$ cat src/rtl/kmlf_pkg.sv
package kmlf_pkg;

  localparam logic [6:0]  MSG_MAX  = 7'd80;
  localparam logic [16:0] CODE_SAT = 17'd65536;
  localparam logic [7:0]  CH_CR    = 8'd13;
  localparam logic [7:0]  CH_LF    = 8'd10;
  localparam logic [7:0]  CH_ZERO  = 8'd48;
  localparam logic [7:0]  CH_NINE  = 8'd57;

  localparam int unsigned KMLF_QDEPTH = 2;

  typedef enum logic [1:0] {
    KIND_CHAR      = 2'd0,
    KIND_FOUND     = 2'd1,
    KIND_NOT_FOUND = 2'd2
  } kmlf_kind_e;

  typedef struct packed {
    kmlf_kind_e  kind;
    logic [7:0]  message_char;
    logic        last;
  } kmlf_res_t;

  typedef struct packed {
    logic      two;
    kmlf_res_t first;
    kmlf_res_t second;
  } kmlf_entry_t;

endpackage

$ cat src/rtl/kmlf_in_if.sv
interface kmlf_in_if;
  logic       valid;
  logic       ready;
  logic [7:0] text_byte;
  logic       end_of_stream;

  modport source (output valid, output text_byte, output end_of_stream, input ready);
  modport sink   (input valid, input text_byte, input end_of_stream, output ready);
endinterface

$ cat src/rtl/kmlf_out_if.sv
interface kmlf_out_if;
  logic       valid;
  logic       ready;
  logic [1:0] kind;
  logic [7:0] message_char;
  logic       last;

  modport source (output valid, output kind, output message_char, output last, input ready);
  modport sink   (input valid, input kind, input message_char, input last, output ready);
endinterface

$ cat src/rtl/kmlf_fifo.sv
module kmlf_fifo (
  input  logic                 clk_i,
  input  logic                 rst_ni,
  input  logic                 push_i,
  input  kmlf_pkg::kmlf_entry_t entry_i,
  output logic                 full_o,
  input  logic                 pop_i,
  output logic                 valid_o,
  output kmlf_pkg::kmlf_entry_t entry_o
);
  import kmlf_pkg::*;

  localparam int unsigned PTR_W = (KMLF_QDEPTH > 1) ? $clog2(KMLF_QDEPTH) : 1;
  localparam int unsigned CNT_W = $clog2(KMLF_QDEPTH + 1);
  localparam logic [PTR_W-1:0] PTR_LAST = PTR_W'(KMLF_QDEPTH - 1);
  localparam logic [CNT_W-1:0] CNT_FULL = CNT_W'(KMLF_QDEPTH);

  kmlf_entry_t      mem_q [KMLF_QDEPTH];
  logic [PTR_W-1:0] wr_ptr_q, wr_ptr_d;
  logic [PTR_W-1:0] rd_ptr_q, rd_ptr_d;
  logic [CNT_W-1:0] cnt_q, cnt_d;

  assign full_o  = (cnt_q == CNT_FULL);
  assign valid_o = (cnt_q != '0);
  assign entry_o = mem_q[rd_ptr_q];

  always_comb begin
    wr_ptr_d = wr_ptr_q;
    rd_ptr_d = rd_ptr_q;
    cnt_d    = cnt_q;
    if (push_i) begin
      wr_ptr_d = (wr_ptr_q == PTR_LAST) ? '0 : wr_ptr_q + 1'b1;
    end
    if (pop_i) begin
      rd_ptr_d = (rd_ptr_q == PTR_LAST) ? '0 : rd_ptr_q + 1'b1;
    end
    if (push_i && !pop_i) begin
      cnt_d = cnt_q + 1'b1;
    end else if (pop_i && !push_i) begin
      cnt_d = cnt_q - 1'b1;
    end
  end

  always_ff @(posedge clk_i or negedge rst_ni) begin
    if (!rst_ni) begin
      wr_ptr_q <= '0;
      rd_ptr_q <= '0;
      cnt_q    <= '0;
    end else begin
      wr_ptr_q <= wr_ptr_d;
      rd_ptr_q <= rd_ptr_d;
      cnt_q    <= cnt_d;
    end
  end

  always_ff @(posedge clk_i) begin
    if (push_i) begin
      mem_q[wr_ptr_q] <= entry_i;
    end
  end

endmodule

$ cat src/rtl/kmlf_front.sv
module kmlf_front (
  input  logic                  clk_i,
  input  logic                  rst_ni,
  input  logic                  cfg_we_i,
  input  logic [15:0]           cfg_wdata_i,
  kmlf_in_if.sink               text_i,
  input  logic                  full_i,
  output logic                  push_o,
  output kmlf_pkg::kmlf_entry_t entry_o
);
  import kmlf_pkg::*;

  typedef struct packed {
    logic        in_message;
    logic [16:0] code_value;
    logic        line_matches;
    logic [6:0]  chars_emitted;
    logic        search_done;
  } scan_t;

  typedef struct packed {
    scan_t     st;
    logic      hit;
    kmlf_res_t res;
  } step_t;

  localparam kmlf_res_t RES_NONE = '{kind: KIND_CHAR, message_char: 8'd0, last: 1'b0};
  localparam kmlf_res_t RES_NF   = '{kind: KIND_NOT_FOUND, message_char: 8'd0, last: 1'b1};

  function automatic logic is_term(logic [7:0] b);
    return (b == CH_CR) || (b == CH_LF);
  endfunction

  function automatic step_t take(scan_t s, logic [7:0] b, logic [15:0] wc);
    step_t       r;
    logic [19:0] code_w;
    logic [19:0] prod;
    logic [7:0]  digit;
    r.st   = s;
    r.hit  = 1'b0;
    r.res  = RES_NONE;
    code_w = {3'b000, s.code_value};
    digit  = b - CH_ZERO;
    prod   = (code_w << 3) + (code_w << 1) + {16'd0, digit[3:0]};
    if (s.in_message) begin
      if (is_term(b)) begin
        if (s.line_matches) begin
          r.hit            = 1'b1;
          r.res            = '{kind: KIND_FOUND, message_char: 8'd0, last: 1'b1};
          r.st.search_done = 1'b1;
        end else begin
          r.st.in_message    = 1'b0;
          r.st.code_value    = '0;
          r.st.line_matches  = 1'b0;
          r.st.chars_emitted = '0;
        end
      end else if (s.line_matches && (s.chars_emitted < MSG_MAX)) begin
        r.hit              = 1'b1;
        r.res              = '{kind: KIND_CHAR, message_char: b, last: 1'b0};
        r.st.chars_emitted = s.chars_emitted + 1'b1;
      end
    end else if ((b < CH_ZERO) || (b > CH_NINE)) begin
      if (s.code_value != '0) begin
        r.st.in_message    = 1'b1;
        r.st.line_matches  = (s.code_value == {1'b0, wc});
        r.st.chars_emitted = '0;
      end
    end else begin
      r.st.code_value = (prod > {3'b000, CODE_SAT}) ? CODE_SAT : prod[16:0];
    end
    return r;
  endfunction

  scan_t       scan_q, scan_d;
  logic [15:0] wanted_code_q;
  step_t       s1, s2;
  logic        do2, nf, accept;

  assign text_i.ready = !full_i;
  assign accept       = text_i.valid && text_i.ready;

  always_comb begin
    s1 = '{st: scan_q, hit: 1'b0, res: RES_NONE};
    if (!scan_q.search_done) begin
      s1 = take(scan_q, text_i.text_byte, wanted_code_q);
    end
    do2 = text_i.end_of_stream && !s1.st.search_done && !is_term(text_i.text_byte);
    s2  = '{st: s1.st, hit: 1'b0, res: RES_NONE};
    if (do2) begin
      s2 = take(s1.st, CH_LF, wanted_code_q);
    end
    nf     = text_i.end_of_stream && !s2.st.search_done;
    scan_d = text_i.end_of_stream ? '0 : s2.st;

    entry_o.two    = (s1.hit && s2.hit) || (s1.hit && nf) || (s2.hit && nf);
    entry_o.first  = s1.hit ? s1.res : (s2.hit ? s2.res : RES_NF);
    entry_o.second = (s1.hit && s2.hit) ? s2.res : RES_NF;
    push_o         = accept && (s1.hit || s2.hit || nf);
  end

  always_ff @(posedge clk_i or negedge rst_ni) begin
    if (!rst_ni) begin
      scan_q        <= '0;
      wanted_code_q <= '0;
    end else begin
      if (accept) begin
        scan_q <= scan_d;
      end
      if (cfg_we_i) begin
        wanted_code_q <= cfg_wdata_i;
      end
    end
  end

endmodule

$ cat src/rtl/kmlf_emit.sv
module kmlf_emit (
  input  logic                  clk_i,
  input  logic                  rst_ni,
  input  logic                  valid_i,
  input  kmlf_pkg::kmlf_entry_t entry_i,
  output logic                  pop_o,
  kmlf_out_if.source            result_o
);
  import kmlf_pkg::*;

  logic      sel_q, sel_d;
  logic      xfer;
  kmlf_res_t cur;

  assign cur                   = sel_q ? entry_i.second : entry_i.first;
  assign result_o.valid        = valid_i;
  assign result_o.kind         = cur.kind;
  assign result_o.message_char = cur.message_char;
  assign result_o.last         = cur.last;
  assign xfer                  = result_o.valid && result_o.ready;

  always_comb begin
    sel_d = sel_q;
    pop_o = 1'b0;
    if (xfer) begin
      if (!sel_q && entry_i.two) begin
        sel_d = 1'b1;
      end else begin
        sel_d = 1'b0;
        pop_o = 1'b1;
      end
    end
  end

  always_ff @(posedge clk_i or negedge rst_ni) begin
    if (!rst_ni) begin
      sel_q <= 1'b0;
    end else begin
      sel_q <= sel_d;
    end
  end

endmodule

$ cat src/rtl/keyed_message_line_finder.sv
// Channel    Role     Payload                               Transfer when
// text_i     sink     text_byte[7:0], end_of_stream         valid && ready
// result_o   source   kind[1:0], message_char[7:0], last    valid && ready
// cfg        write    cfg_wdata_i[15:0] (wanted_code)       cfg_we_i
//
// One text byte per cycle while the queue has room; each byte yields at most one result, except a final
// byte that may yield two, which are presented one after the other.
// A two-entry queue parts the scanner from the result stage; text_i.ready drops
// only while that queue is full. Results are written into the queue on transfer and shown from its head.
// Reset clears the scan state and wanted_code; no clearing pass.
module keyed_message_line_finder (
  input  logic        clk_i,
  input  logic        rst_ni,
  input  logic        cfg_we_i,
  input  logic [15:0] cfg_wdata_i,
  kmlf_in_if.sink     text_i,
  kmlf_out_if.source  result_o
);
  import kmlf_pkg::*;

  logic        push, full, pop, q_valid;
  kmlf_entry_t push_entry, head_entry;

  kmlf_front u_front (
    .clk_i       (clk_i),
    .rst_ni      (rst_ni),
    .cfg_we_i    (cfg_we_i),
    .cfg_wdata_i (cfg_wdata_i),
    .text_i      (text_i),
    .full_i      (full),
    .push_o      (push),
    .entry_o     (push_entry)
  );

  kmlf_fifo u_fifo (
    .clk_i   (clk_i),
    .rst_ni  (rst_ni),
    .push_i  (push),
    .entry_i (push_entry),
    .full_o  (full),
    .pop_i   (pop),
    .valid_o (q_valid),
    .entry_o (head_entry)
  );

  kmlf_emit u_emit (
    .clk_i    (clk_i),
    .rst_ni   (rst_ni),
    .valid_i  (q_valid),
    .entry_i  (head_entry),
    .pop_o    (pop),
    .result_o (result_o)
  );

`ifndef NO_ASSERTIONS
  a_no_push_full: assert property (@(posedge clk_i) disable iff (!rst_ni)
    push |-> !full) else $error("push into full queue");

  a_pair_shape: assert property (@(posedge clk_i) disable iff (!rst_ni)
    (push && push_entry.two) |->
      (push_entry.first.kind == KIND_CHAR) && push_entry.second.last)
    else $error("two-result entry malformed");

  a_pop_valid: assert property (@(posedge clk_i) disable iff (!rst_ni)
    pop |-> (q_valid && result_o.ready)) else $error("pop without transfer");

  a_kind_last: assert property (@(posedge clk_i) disable iff (!rst_ni)
    (result_o.valid && result_o.ready) |->
      (result_o.last == (result_o.kind != KIND_CHAR)))
    else $error("last flag disagrees with kind");
`endif

endmodule
$ cat src/flat_wrapper.sv
// flat-port wrapper written by rule: the top's interface ports become plain ports
module keyed_message_line_finder_flat import kmlf_pkg::*;
  (clk_i, rst_ni, cfg_we_i, cfg_wdata_i, text_i_valid, text_i_text_byte, text_i_end_of_stream, text_i_ready, result_o_valid, result_o_kind, result_o_message_char, result_o_last, result_o_ready);
  kmlf_in_if text_i_i ();
  kmlf_out_if result_o_i ();
  input  logic clk_i;
  input  logic rst_ni;
  input  logic cfg_we_i;
  input  logic [15:0] cfg_wdata_i;
  input wire logic [$bits(text_i_i.valid)-1:0] text_i_valid;
  input wire logic [$bits(text_i_i.text_byte)-1:0] text_i_text_byte;
  input wire logic [$bits(text_i_i.end_of_stream)-1:0] text_i_end_of_stream;
  output wire logic [$bits(text_i_i.ready)-1:0] text_i_ready;
  output wire logic [$bits(result_o_i.valid)-1:0] result_o_valid;
  output wire logic [$bits(result_o_i.kind)-1:0] result_o_kind;
  output wire logic [$bits(result_o_i.message_char)-1:0] result_o_message_char;
  output wire logic [$bits(result_o_i.last)-1:0] result_o_last;
  input wire logic [$bits(result_o_i.ready)-1:0] result_o_ready;
  assign text_i_i.valid = text_i_valid;
  assign text_i_i.text_byte = text_i_text_byte;
  assign text_i_i.end_of_stream = text_i_end_of_stream;
  assign text_i_ready = text_i_i.ready;
  assign result_o_valid = result_o_i.valid;
  assign result_o_kind = result_o_i.kind;
  assign result_o_message_char = result_o_i.message_char;
  assign result_o_last = result_o_i.last;
  assign result_o_i.ready = result_o_ready;
  keyed_message_line_finder u_core (.clk_i(clk_i), .rst_ni(rst_ni), .cfg_we_i(cfg_we_i), .cfg_wdata_i(cfg_wdata_i), .text_i(text_i_i), .result_o(result_o_i));
endmodule
$ cat config.mk
export PLATFORM = sky130hd
export DESIGN_NAME = keyed_message_line_finder_flat
export DESIGN_NICKNAME = d
export VERILOG_FILES = /design/src/rtl/kmlf_pkg.sv /design/src/rtl/kmlf_in_if.sv /design/src/rtl/kmlf_out_if.sv /design/src/rtl/kmlf_fifo.sv /design/src/rtl/kmlf_front.sv /design/src/rtl/kmlf_emit.sv /design/src/rtl/keyed_message_line_finder.sv /design/src/flat_wrapper.sv
export SDC_FILE = /design/constraint.sdc
export NUM_CORES = 1
export LEC_CHECK = 0
export ABC_AREA = 1
export BUFFER_PORTS_ARGS = -buffer_cell sky130_fd_sc_hd__buf_2
export CORE_MARGIN = 1
export CORE_UTILIZATION = 62
export CTS_CLUSTER_DIAMETER = 80
export DETAILED_ROUTE_END_ITERATION = 7
export PLACE_DENSITY = 0.82
export SKIP_CTS_REPAIR_TIMING = 1
export SYNTH_ARGS = -nofsm -noshare
export SYNTH_HDL_FRONTEND = slang
export SYNTH_SLANG_ARGS = --single-unit
$ cat constraint.sdc
create_clock -name clk_i -period 6.96 [get_ports clk_i]
set_input_delay 0.348 -clock clk_i [delete_from_list [all_inputs] [get_ports clk_i]]
set_output_delay 0.348 -clock clk_i [all_outputs]
set_load 0.05 [all_outputs]
==> results.json, run 1 <==
{
  "clock_skew_ps": 17.6,
  "drc_errors": 0,
  "postPlaceCellArea_um2": 6050,
  "cp-start-kind": "flop",
  "dp_hpwl_um": 10300,
  "setup_violations": 0,
  "io-pin-count": 43,
  "worst-path-max-fanout": 17,
  "syn_to_final_growth_pct": 7.46,
  "grt_max_degree": 49,
  "ys_ff_latch": 78,
  "drv_slew": 0,
  "cpMostUsedCell": "nand2_1",
  "coreArea_um2": 8890,
  "slew_headroom_pct": 26.2,
  "leakagePower_nw": 3.26,
  "final_common_cell": "nand2_1",
  "antenna_found_initial": 0,
  "cts.sinks": 78,
  "drive_gt1_share_pct": 12.9,
  "layout_common_cells": "nand2_1 (260), inv_1 (109), nor2_1 (64)",
  "grt_overflow": 0,
  "dpl.cell_count": 936,
  "critPathArrivalTime_ps": 3890,
  "groute.usage.overall_pct": 29.6,
  "hold_slack_ps": 199,
  "fmax_mhz": 278,
  "fin_area_um2": 6260,
  "num_vias": 5376,
  "rsz0062_at_grt": "no",
  "p_per_area_nw_per_um2": 350,
  "gp_routability_congestion": 0.904,
  "antennaDiodeCount": 0,
  "period_needed_ps": 3600,
  "hold_class": "primary input to asynchronous set/reset pin",
  "final_hold_viol_count": 0,
  "ir_worst_vdd_v": 0.000154,
  "synthCells": 804,
  "start_util_pct": 65.5,
  "synth_cell_types": 45,
  "dieArea_um2": 9780,
  "dr.pass1.iters": 5,
  "detail-route-antenna-nets": 0,
  "cts_tree": "yes",
  "cp-end-kind": "flop",
  "cts-buffers-inserted": 9,
  "cts_buffer_depth": 2,
  "fin_cells": 952,
  "multi_input_area_um2": 3170,
  "synth_edf_count": 30,
  "avgSynthCellArea_um2": 7.24,
  "cts_root_buf": "clkbuf_8",
  "cts.clk_slew.worst_paths_ps": 90,
  "grt_pass1_wl_um": 23100,
  "timing.final.crit_share_pct": 51.7,
  "die_x_um": 98.9,
  "seq_area_um2": 2100,
  "tns_ps": 0,
  "crit_chain": "fa_1 > inv_1 > fa_1 > inv_1 > nand2_1 > nand2_1 > nand3_1 > nand2_1 > nand2_1 > nand3_2 > nand3_2 > nor3_4 > nand3_1 > nand2_1 > nand2_1 > nand2_1 > nand2_1 > nand2_1",
  "cts.htree.levels": 3,
  "async_reset_ff_share_pct": 61.5,
  "placementRows": 34,
  "routedWlPerCell_um": 14.5,
  "clk_latency_ps": 360,
  "fp.dieH_um": 98.9,
  "syn_area_um2": 5820,
  "maxCapViolCount": 0,
  "grt_pass1_vias": 5067,
  "vias_per_cell": 5.65,
  "post-route-util_pct": 70.4,
  "fillers": 762,
  "critPathKind": "flop to flop",
  "portBuffers": 42,
  "layout.nets": 906,
  "yosys_warnings": 0,
  "synth_top_flop_cell": "dfrtp_1",
  "cp_slowest_cell": "nor3_4",
  "max_stage_delay_ps": 630,
  "required_ps": 7250,
  "worst_pin_slew_ps": 1110,
  "wirelength_um": 13800,
  "dr.first_iter.drc_count": 337,
  "status": "finished, final reports clean",
  "ys_seq_area_share_pct": 36.1
}
## cell usage after synthesis, types with 2 or more instances
cell type	count	area, um2
nand2_1	260	976
inv_1	109	409
nor2_1	64	240
o21ai_0	51	255
dfrtp_1	48	1200
nand3_1	41	205
ha_1	35	438
a21oi_1	32	160
edfxtp_1	30	901
nand3_2	17	170
clkbuf_1	13	48.8
o31ai_1	13	97.6
nand2_2	12	75.1
nand4_1	10	62.6
o22ai_1	8	50.1
mux2_2	7	78.8
xor2_1	6	52.6
nor4_1	5	31.3
xnor2_1	4	35.0
buf_6	3	33.8
a21oi_2	2	17.5
a31oi_1	2	12.5
clkbuf_8	2	27.5
fa_1	2	40.0
inv_2	2	7.51
nand3b_1	2	15.0
nor2_2	2	12.5
nor3_1	2	10.0
o2111ai_1	2	17.5
o21ai_1	2	10.0
or2_2	2	12.5
## layer usage
layer,wire length (um),vias to the layer above,track usage [%]
met4,222,0,8.27
met1,6140,2478,40.6
met3,1040,23,4.26
met5,0,-,0
li1,-,2678,-
met2,6390,197,49.0
## final timing paths
kind	cells past startpoint	from	slack, ps	to
max reg2reg	18	u_core.u_front.scan_q[9]$_DFFE_PN0P_	3360	u_core.u_front.scan_q[13]$_DFFE_PN0P_
min reg2reg	1	u_core.u_fifo.cnt_q[0]$_DFFE_PN0P_	480	u_core.u_fifo.cnt_q[0]$_DFFE_PN0P_
max	18	u_core.u_front.scan_q[9]$_DFFE_PN0P_	3360	u_core.u_front.scan_q[13]$_DFFE_PN0P_
max in group asynchronous	1	rst_ni	6080	u_core.u_front.scan_q[11]$_DFFE_PN0P_
min in group clk_i	3	cfg_wdata_i[15]	200	u_core.u_front.wanted_code_q[15]$_DFFE_PN0P_
min	1	rst_ni	200	u_core.u_front.wanted_code_q[14]$_DFFE_PN0P_
## cell type report
class	instances	share of cell area, %
timing repair buffer	45	3.72
sequential	78	33.6
tap	108	2.16
clock inverter	7	1.28
clock buffer	9	1.98
inverter	111	6.66
multi-input combinational	594	50.6
## cells by family (layout without fill, tap and decap cells)
group | count (synthesis) | after routing | share of synthesized area (%)
buf+inv | 133 | 172 | 9.58
mux | 7 | 7 | 1.35
simple gates | 423 | 423 | 32.1
compound gates | 115 | 115 | 11.1
flops | 78 | 78 | 36.1
other cells | 1 | 2 | 0.0644
xor+xnor | 10 | 10 | 1.50
fa+ha+maj | 37 | 37 | 8.21
## worst max-delay path, delay by kind of cell, from the launching register on
family                   cells  cell delay [ps]
adder cells (fa/ha/maj)      2             1050
flip-flops                   1              490
buffers and inverters        2              180
AND/OR/NAND/NOR             14             1820
## state kept, by name, indices dropped and copies added (netlist names)
| name | cells |
|---|---|
| u_core.u_fifo.wr_ptr_q | 1 |
| u_core.u_fifo.mem_q | 30 |
| u_core.u_fifo.rd_ptr_q | 1 |
| u_core.u_emit.sel_q | 1 |
| u_core.u_front.wanted_code_q | 16 |
| u_core.u_fifo.cnt_q | 2 |
| u_core.u_front.scan_q | 27 |
## per-stage QoR
step | worst slack, ps | power [W]
after global placement | 3570 | 0.00179
final | 3360 | 0.00219
after global routing | 3130 | 0.00235
after CTS | 3400 | 0.00218
after floorplan | 4040 | 0.00156
after detailed placement | 3400 | 0.00182
## power by group
| part | leakage [nW] | total, W | switching (W) | internal, W |
|---|---|---|---|---|
| registers | 0.886 | 0.000711 | 0.000133 | 0.000578 |
| logic | 2.27 | 0.00112 | 0.000781 | 0.000340 |
| clock network | 0.102 | 0.000358 | 0.000187 | 0.000171 |
No activity file was read; power rests on OpenSTA's default activity.
==> inputs of run 2 (changes only) <==
Settings changed: ABC_AREA 1 to 0, CORE_UTILIZATION 62 to 55, PLACE_DENSITY 0.82 to 0.77.
Clock period 6.96 ns to 3.1 ns, I/O delays scaled along.
==> results.json, run 2 <==
{
  "cts_root_buf": "clkbuf_8",
  "cts.sinks": 78,
  "synth_area_leader_cell": "dfrtp_1",
  "fmax_mhz": 274,
  "cp_top_family": "compound AO/OA/AOI/OAI gates",
  "synth_common_cells": "dfrtp_1 (48), ha_1 (35), o21ai_0 (33), nor2_1 (32), nand2_1 (31)",
  "largest_reg_flops": 30,
  "yosysTopAreaCellShare_pct": 24.0,
  "grt_pass1_wl_um": 20800,
  "async_reset_ff_share_pct": 61.5,
  "reg2reg_slack_ps": -550,
  "top_layer": "met4",
  "layout.nets": 667,
  "die_x_um": 97.3,
  "max_stage_delay_ps": 570,
  "hold_class": "primary input to asynchronous set/reset pin",
  "cp-start-kind": "flop",
  "synthCells": 480,
  "vias_per_cell": 6.07,
  "routedWlPerCell_um": 18.1,
  "period_needed_ps": 3650,
  "status": "finished with violations",
  "dp_hpwl_um": 9760,
  "worst-path-buf-inv": 2,
  "fp.dieH_um": 97.3,
  "drc_errors": 0,
  "yosysMostFrequentCell": "dfrtp_1",
  "portBuffers": 42,
  "synth_cell_types": 69,
  "reg.largest.list": "u_core.u_fifo.mem_q x30, u_core.u_front.scan_q x27, u_core.u_front.wanted_code_q x16",
  "top_register": "u_core.u_fifo.mem_q",
  "placementRows": 34,
  "ys_seq_area_share_pct": 42.0,
  "cts.clk_slew.worst_paths_ps": 80,
  "required_ps": 3390,
  "antenna_found_initial": 0,
  "m1WireLength_um": 5340,
  "start_util_pct": 57.1,
  "cp-end-kind": "flop",
  "p_per_area_nw_per_um2": 523,
  "clock_skew_ps": 10.3,
  "syn_to_final_growth_pct": 25.6,
  "critPathArrivalTime_ps": 3930,
  "grt_pass1_vias": 4351,
  "dr.first_iter.drc_count": 391,
  "synth_top_flop_cell": "dfrtp_1",
  "final_hold_viol_count": 1,
  "post-route-util_pct": 71.6,
  "hold_slack_ps": -0.378,
  "cts_tree": "yes",
  "layout_common_cells": "buf_4 (81), dfrtp_1 (48), buf_2 (42)",
  "antennaDiodeCount": 0,
  "yosys-top-cells-area": "dfrtp_1 (24%), edfxtp_1 (18%), ha_1 (8.8%)",
  "cp_slowest_cell": "fa_1",
  "slew_headroom_pct": 25.1,
  "synth_edf_count": 30,
  "coreArea_um2": 8760,
  "dieArea_um2": 9480,
  "cpMostUsedCell": "a21oi_4",
  "ir_worst_vdd_v": 0.000292,
  "yosys_warnings": 0,
  "timing.final.crit_share_pct": 118,
  "final_common_cell": "buf_4",
  "grt_overflow": 0,
  "wirelength_um": 12900,
  "worst_pin_slew_ps": 1120,
  "detail-route-antenna-nets": 0,
  "groute.usage.overall_pct": 27.9,
  "clk_latency_ps": 350,
  "worst-path-max-fanout": 6,
  "met2_length_um": 6180,
  "critPathKind": "flop to flop",
  "num_vias": 4330,
  "cts-buffers-inserted": 9,
  "grt_max_degree": 49,
  "drv_slew": 0,
  "power.total_w": 0.00328,
  "rsz0062_at_grt": "yes",
  "drive_gt1_share_pct": 33.6,
  "crit_chain": "fa_1 > inv_1 > fa_2 > or2b_4 > a21oi_4 > o21ai_2 > a21oi_4 > a31oi_4 > xnor2_2 > o41a_1 > buf_6 > o31ai_1 > a21o_1",
  "worst_slack_ps": -549,
  "maxCapViolCount": 0,
  "avgSynthCellArea_um2": 10.4,
  "wl_met3_um": 826,
  "cts_buffer_depth": 2,
  "setup_violations": 17,
  "violations": "negative hold slack, negative setup slack",
  "gp_routability_congestion": 0.959,
  "dr.pass1.iters": 5,
  "syn_area_um2": 5000,
  "ys_ff_latch": 78,
  "io-pin-count": 43,
  "cts.htree.levels": 3,
  "leakagePower_nw": 2.90
}
## run 2: cell count changes after synthesis, sizes merged, moves of 9 or more
cell,previous run,this run
o31ai,13,4
xor2,6,22
mux2i,0,9
o21ai,53,36
mux2,7,17
nand3,58,8
nand2,272,31
inv,111,16
nor2,67,33
a21oi,34,25
and3,0,11
## run 2: logic make-up (layout without fill, tap and decap cells)
group	Yosys count	in the layout	share of synthesized area (%)
flops	78	78	42.0
simple gates	141	141	14.8
xor+xnor	34	34	5.96
other cells	1	2	0.0750
compound gates	126	126	17.4
buf+inv	34	158	3.15
fa+ha+maj	37	37	9.56
mux	29	29	6.98
## run 2: cell type report
cell class	instances	area (um2)
flip-flops and latches	78	2100
clock inverters	5	33.8
inverters	16	60.1
repair buffers	126	852
multi-input cells	369	2950
well taps	108	135
fillers	642	2490
clock buffers	11	141
## run 2: path summary, 6_finish.rpt
kind | start | to | depth (start not counted)
setup / recovery | u_core.u_front.scan_q[9]$_DFFE_PN0P_ | u_core.u_front.scan_q[17]$_DFFE_PN0P_ | 13
hold / removal | rst_ni | u_core.u_fifo.rd_ptr_q$_DFFE_PN0P_ | 1
setup reg to reg | u_core.u_front.scan_q[9]$_DFFE_PN0P_ | u_core.u_front.scan_q[17]$_DFFE_PN0P_ | 13
hold reg to reg | u_core.u_fifo.cnt_q[1]$_DFFE_PN0P_ | u_core.u_fifo.cnt_q[1]$_DFFE_PN0P_ | 1
max in group asynchronous | rst_ni | u_core.u_front.scan_q[0]$_DFFE_PN0P_ | 1
min in group clk_i | cfg_wdata_i[5] | u_core.u_front.wanted_code_q[5]$_DFFE_PN0P_ | 2
## run 2: routing by layer
metal,vias up,global-route usage (%)
li1,2039,-
met1,2040,35.6
met2,198,45.6
met3,53,4.82
met4,0,14.4
met5,-,0
## run 2: worst register-to-register path, cell delays in order (launching register included)
cell and delay [ps]:
dfrtp_1 410, fa_1 570, inv_1 70, fa_2 400, or2b_4 290, a21oi_4 190, o21ai_2 110, a21oi_4 200
a31oi_4 130, xnor2_2 160, o41a_1 410, buf_6 160, o31ai_1 340, a21o_1 150
## run 2: stage by stage
stage / cell area (um2) / std cells / setup TNS (ps) / setup WS, ps / hold slack [ps]
floorplan: 5080 / 481 / -3080 / -425 / -141
detailed placement: 5940 / 694 / -6770 / -545 / 393
global route: 6280 / 713 / -9430 / -658 / 25.3
finish: 6280 / 713 / -7310 / -549 / -0.378
global placement: 5940 / 694 / -5150 / -405 / 387
CTS: 6120 / 710 / -7460 / -617 / 26.7
## run 2: power by group
part / leakage, nW / internal, W / switching (W)
sequential: 0.880 / 0.00120 / 0.000117
combinational: 1.93 / 0.000474 / 0.000797
clock: 0.0940 / 0.000315 / 0.000382
==> inputs of run 3 (changes only) <==
Settings changed: CELL_PAD_IN_SITES_DETAIL_PLACEMENT set to 1, CELL_PAD_IN_SITES_GLOBAL_PLACEMENT set to 1, CORE_ASPECT_RATIO set to 0.6, CORE_UTILIZATION 55 to 43, PLACE_DENSITY 0.77 to unset, PLACE_DENSITY_LB_ADDON set to 0.1, RECOVER_POWER set to 25.
==> results.json, run 3 (same netlist as run 2, synthesis figures left out) <==
{
  "layout.nets": 670,
  "die_x_um": 141,
  "groute.usage.overall_pct": 26.6,
  "post-route-util_pct": 57.9,
  "fin_cells": 768,
  "dieArea_um2": 12100,
  "top_register": "u_core.u_fifo.mem_q",
  "required_ps": 3360,
  "cts-buffers-inserted": 9,
  "dr.pass1.iters": 4,
  "antenna_found_initial": 0,
  "dr.first_iter.drc_count": 234,
  "syn_to_final_growth_pct": 30.8,
  "tns_ps": -7830,
  "antennaDiodeCount": 0,
  "maxCapViolCount": 1,
  "cts.htree.levels": 3,
  "reg.largest.list": "u_core.u_fifo.mem_q x30, u_core.u_front.scan_q x27, u_core.u_front.wanted_code_q x16",
  "grt_max_degree": 39,
  "rsz0062_at_grt": "yes",
  "cts_buffer_depth": 2,
  "vias_per_cell": 5.53,
  "timing.final.crit_share_pct": 117,
  "setup_violations": 17,
  "io-pin-count": 43,
  "fmax_mhz": 275,
  "ir_worst_vdd_v": 0.000305,
  "leakagePower_nw": 2.94,
  "clk_latency_ps": 340,
  "grt_overflow": 0,
  "cts.sinks": 78,
  "hold_slack_ps": 44.2,
  "use_met1_pct": 40.1,
  "reg2reg_slack_ps": -540,
  "violations": "max-capacitance violations, max-slew violations, negative setup slack",
  "top_usage_layer": "met1",
  "min_from": "cfg_wdata_i[14]",
  "detail-route-antenna-nets": 0,
  "worst_slack_ps": -542,
  "worst_pin_slew_ps": 2300,
  "grt_use_met2_pct": 39.4,
  "r2r-start": "u_core.u_front.scan_q[9]$_DFFE_PN0P_",
  "grt_pass1_vias": 4409,
  "hold_end": "u_core.u_front.wanted_code_q[14]$_DFFE_PN0P_",
  "p_per_area_nw_per_um2": 563,
  "drv_slew": 39,
  "cp-start-kind": "flop",
  "critPathKind": "flop to flop",
  "drive_gt1_share_pct": 35.0,
  "num_vias": 4249,
  "final_common_cell": "buf_4",
  "cts_tree": "yes",
  "largest_reg_flops": 30,
  "layout_common_cells": "buf_4 (83), dfrtp_1 (48), buf_2 (41)",
  "hold_depth": 2,
  "hold_class": "primary input to flop",
  "dpl.cell_count": 749,
  "cts_root_buf": "clkbuf_16",
  "grt_pass1_wl_um": 24400,
  "grt_use_met3_pct": 5.53,
  "worst-path-max-fanout": 6,
  "status": "finished with violations",
  "critPathArrivalTime_ps": 3900,
  "power.total_w": 0.00368,
  "start_util_pct": 44.3,
  "wirelength_um": 15300,
  "final_hold_viol_count": 0,
  "cts.clk_slew.worst_paths_ps": 70,
  "portBuffers": 42,
  "placementRows": 30,
  "r2r_cells": 13,
  "cp-end-kind": "flop",
  "drc_errors": 0,
  "gp_routability_congestion": 0.864,
  "fp.dieH_um": 85.5,
  "clock_skew_ps": 9.20,
  "dp_hpwl_um": 11700,
  "slew_headroom_pct": -53.2,
  "coreArea_um2": 11300,
  "routedWlPerCell_um": 19.9,
  "period_needed_ps": 3640,
  "r2r-end": "u_core.u_front.scan_q[20]$_DFFE_PN0P_"
}
==> run 3: cell types whose count changed in the layout (fill, tap and decap cells not counted), moves of 4 or more <==
cell,previous run,this run
ha_4,0,4
ha_1,35,30
clkbuf_16,0,9
clkbuf_8,10,0
==> run 3: cell type report <==
class / instances / area (um2)
Clock inverter: 7 / 63.8
Inverter: 16 / 60.1
Clock buffer: 9 / 225
Fill cell: 1247 / 4760
Multi-Input combinational cell: 369 / 3010
Tap cell: 160 / 200
Timing Repair Buffer: 129 / 877
Sequential cell: 78 / 2100
==> run 3: per-stage QoR <==
stage	cell area, um2	setup WS [ps]
after floorplan	5080	-425
after global placement	6030	-545
after detailed placement	6030	-721
after CTS	6320	-766
after global routing	6540	-654
final	6540	-542
==> run 3: critical path, cell delays in order (launching register included) <==
cell and delay [ps]:
dfrtp_1 410, fa_1 600, buf_6 130, ha_4 200, a211oi_4 270, o21ai_2 110
a311oi_4 370, nor2_2 90, a311oi_2 250, xnor2_1 120, o41a_1 450, buf_6 150
o31a_2 280, o21ai_1 140
==> run 3: worst max-delay path by stage <==
stage | from | endpoint | depth (start not counted)
floorplan | u_core.u_front.scan_q[9]$_DFFE_PN0P_ | u_core.u_front.scan_q[15]$_DFFE_PN0P_ | 12
global placement | u_core.u_front.scan_q[9]$_DFFE_PN0P_ | u_core.u_front.scan_q[15]$_DFFE_PN0P_ | 12
detailed placement | u_core.u_front.scan_q[9]$_DFFE_PN0P_ | u_core.u_front.scan_q[14]$_DFFE_PN0P_ | 13
CTS | u_core.u_front.scan_q[9]$_DFFE_PN0P_ | u_core.u_front.scan_q[14]$_DFFE_PN0P_ | 13
global route | u_core.u_front.scan_q[9]$_DFFE_PN0P_ | u_core.u_front.scan_q[20]$_DFFE_PN0P_ | 13
finish | u_core.u_front.scan_q[9]$_DFFE_PN0P_ | u_core.u_front.scan_q[20]$_DFFE_PN0P_ | 13
==> run 3: report_power, final <==
| part | internal (W) | leakage [nW] | switching (W) | total (W) |
|---|---|---|---|---|
| logic | 0.000489 | 1.92 | 0.000841 | 0.00133 |
| registers | 0.00120 | 0.880 | 0.000122 | 0.00132 |
| clock network | 0.000561 | 0.136 | 0.000470 | 0.00103 |
==> run 3: layer usage <==
metal	share of wire, %	routed length [um]	vias up
li1	-	-	2032
met1	52	7910	2117
met2	43	6510	84
met3	4.8	728	16
met4	1.0	154	0
met5	0	0	-
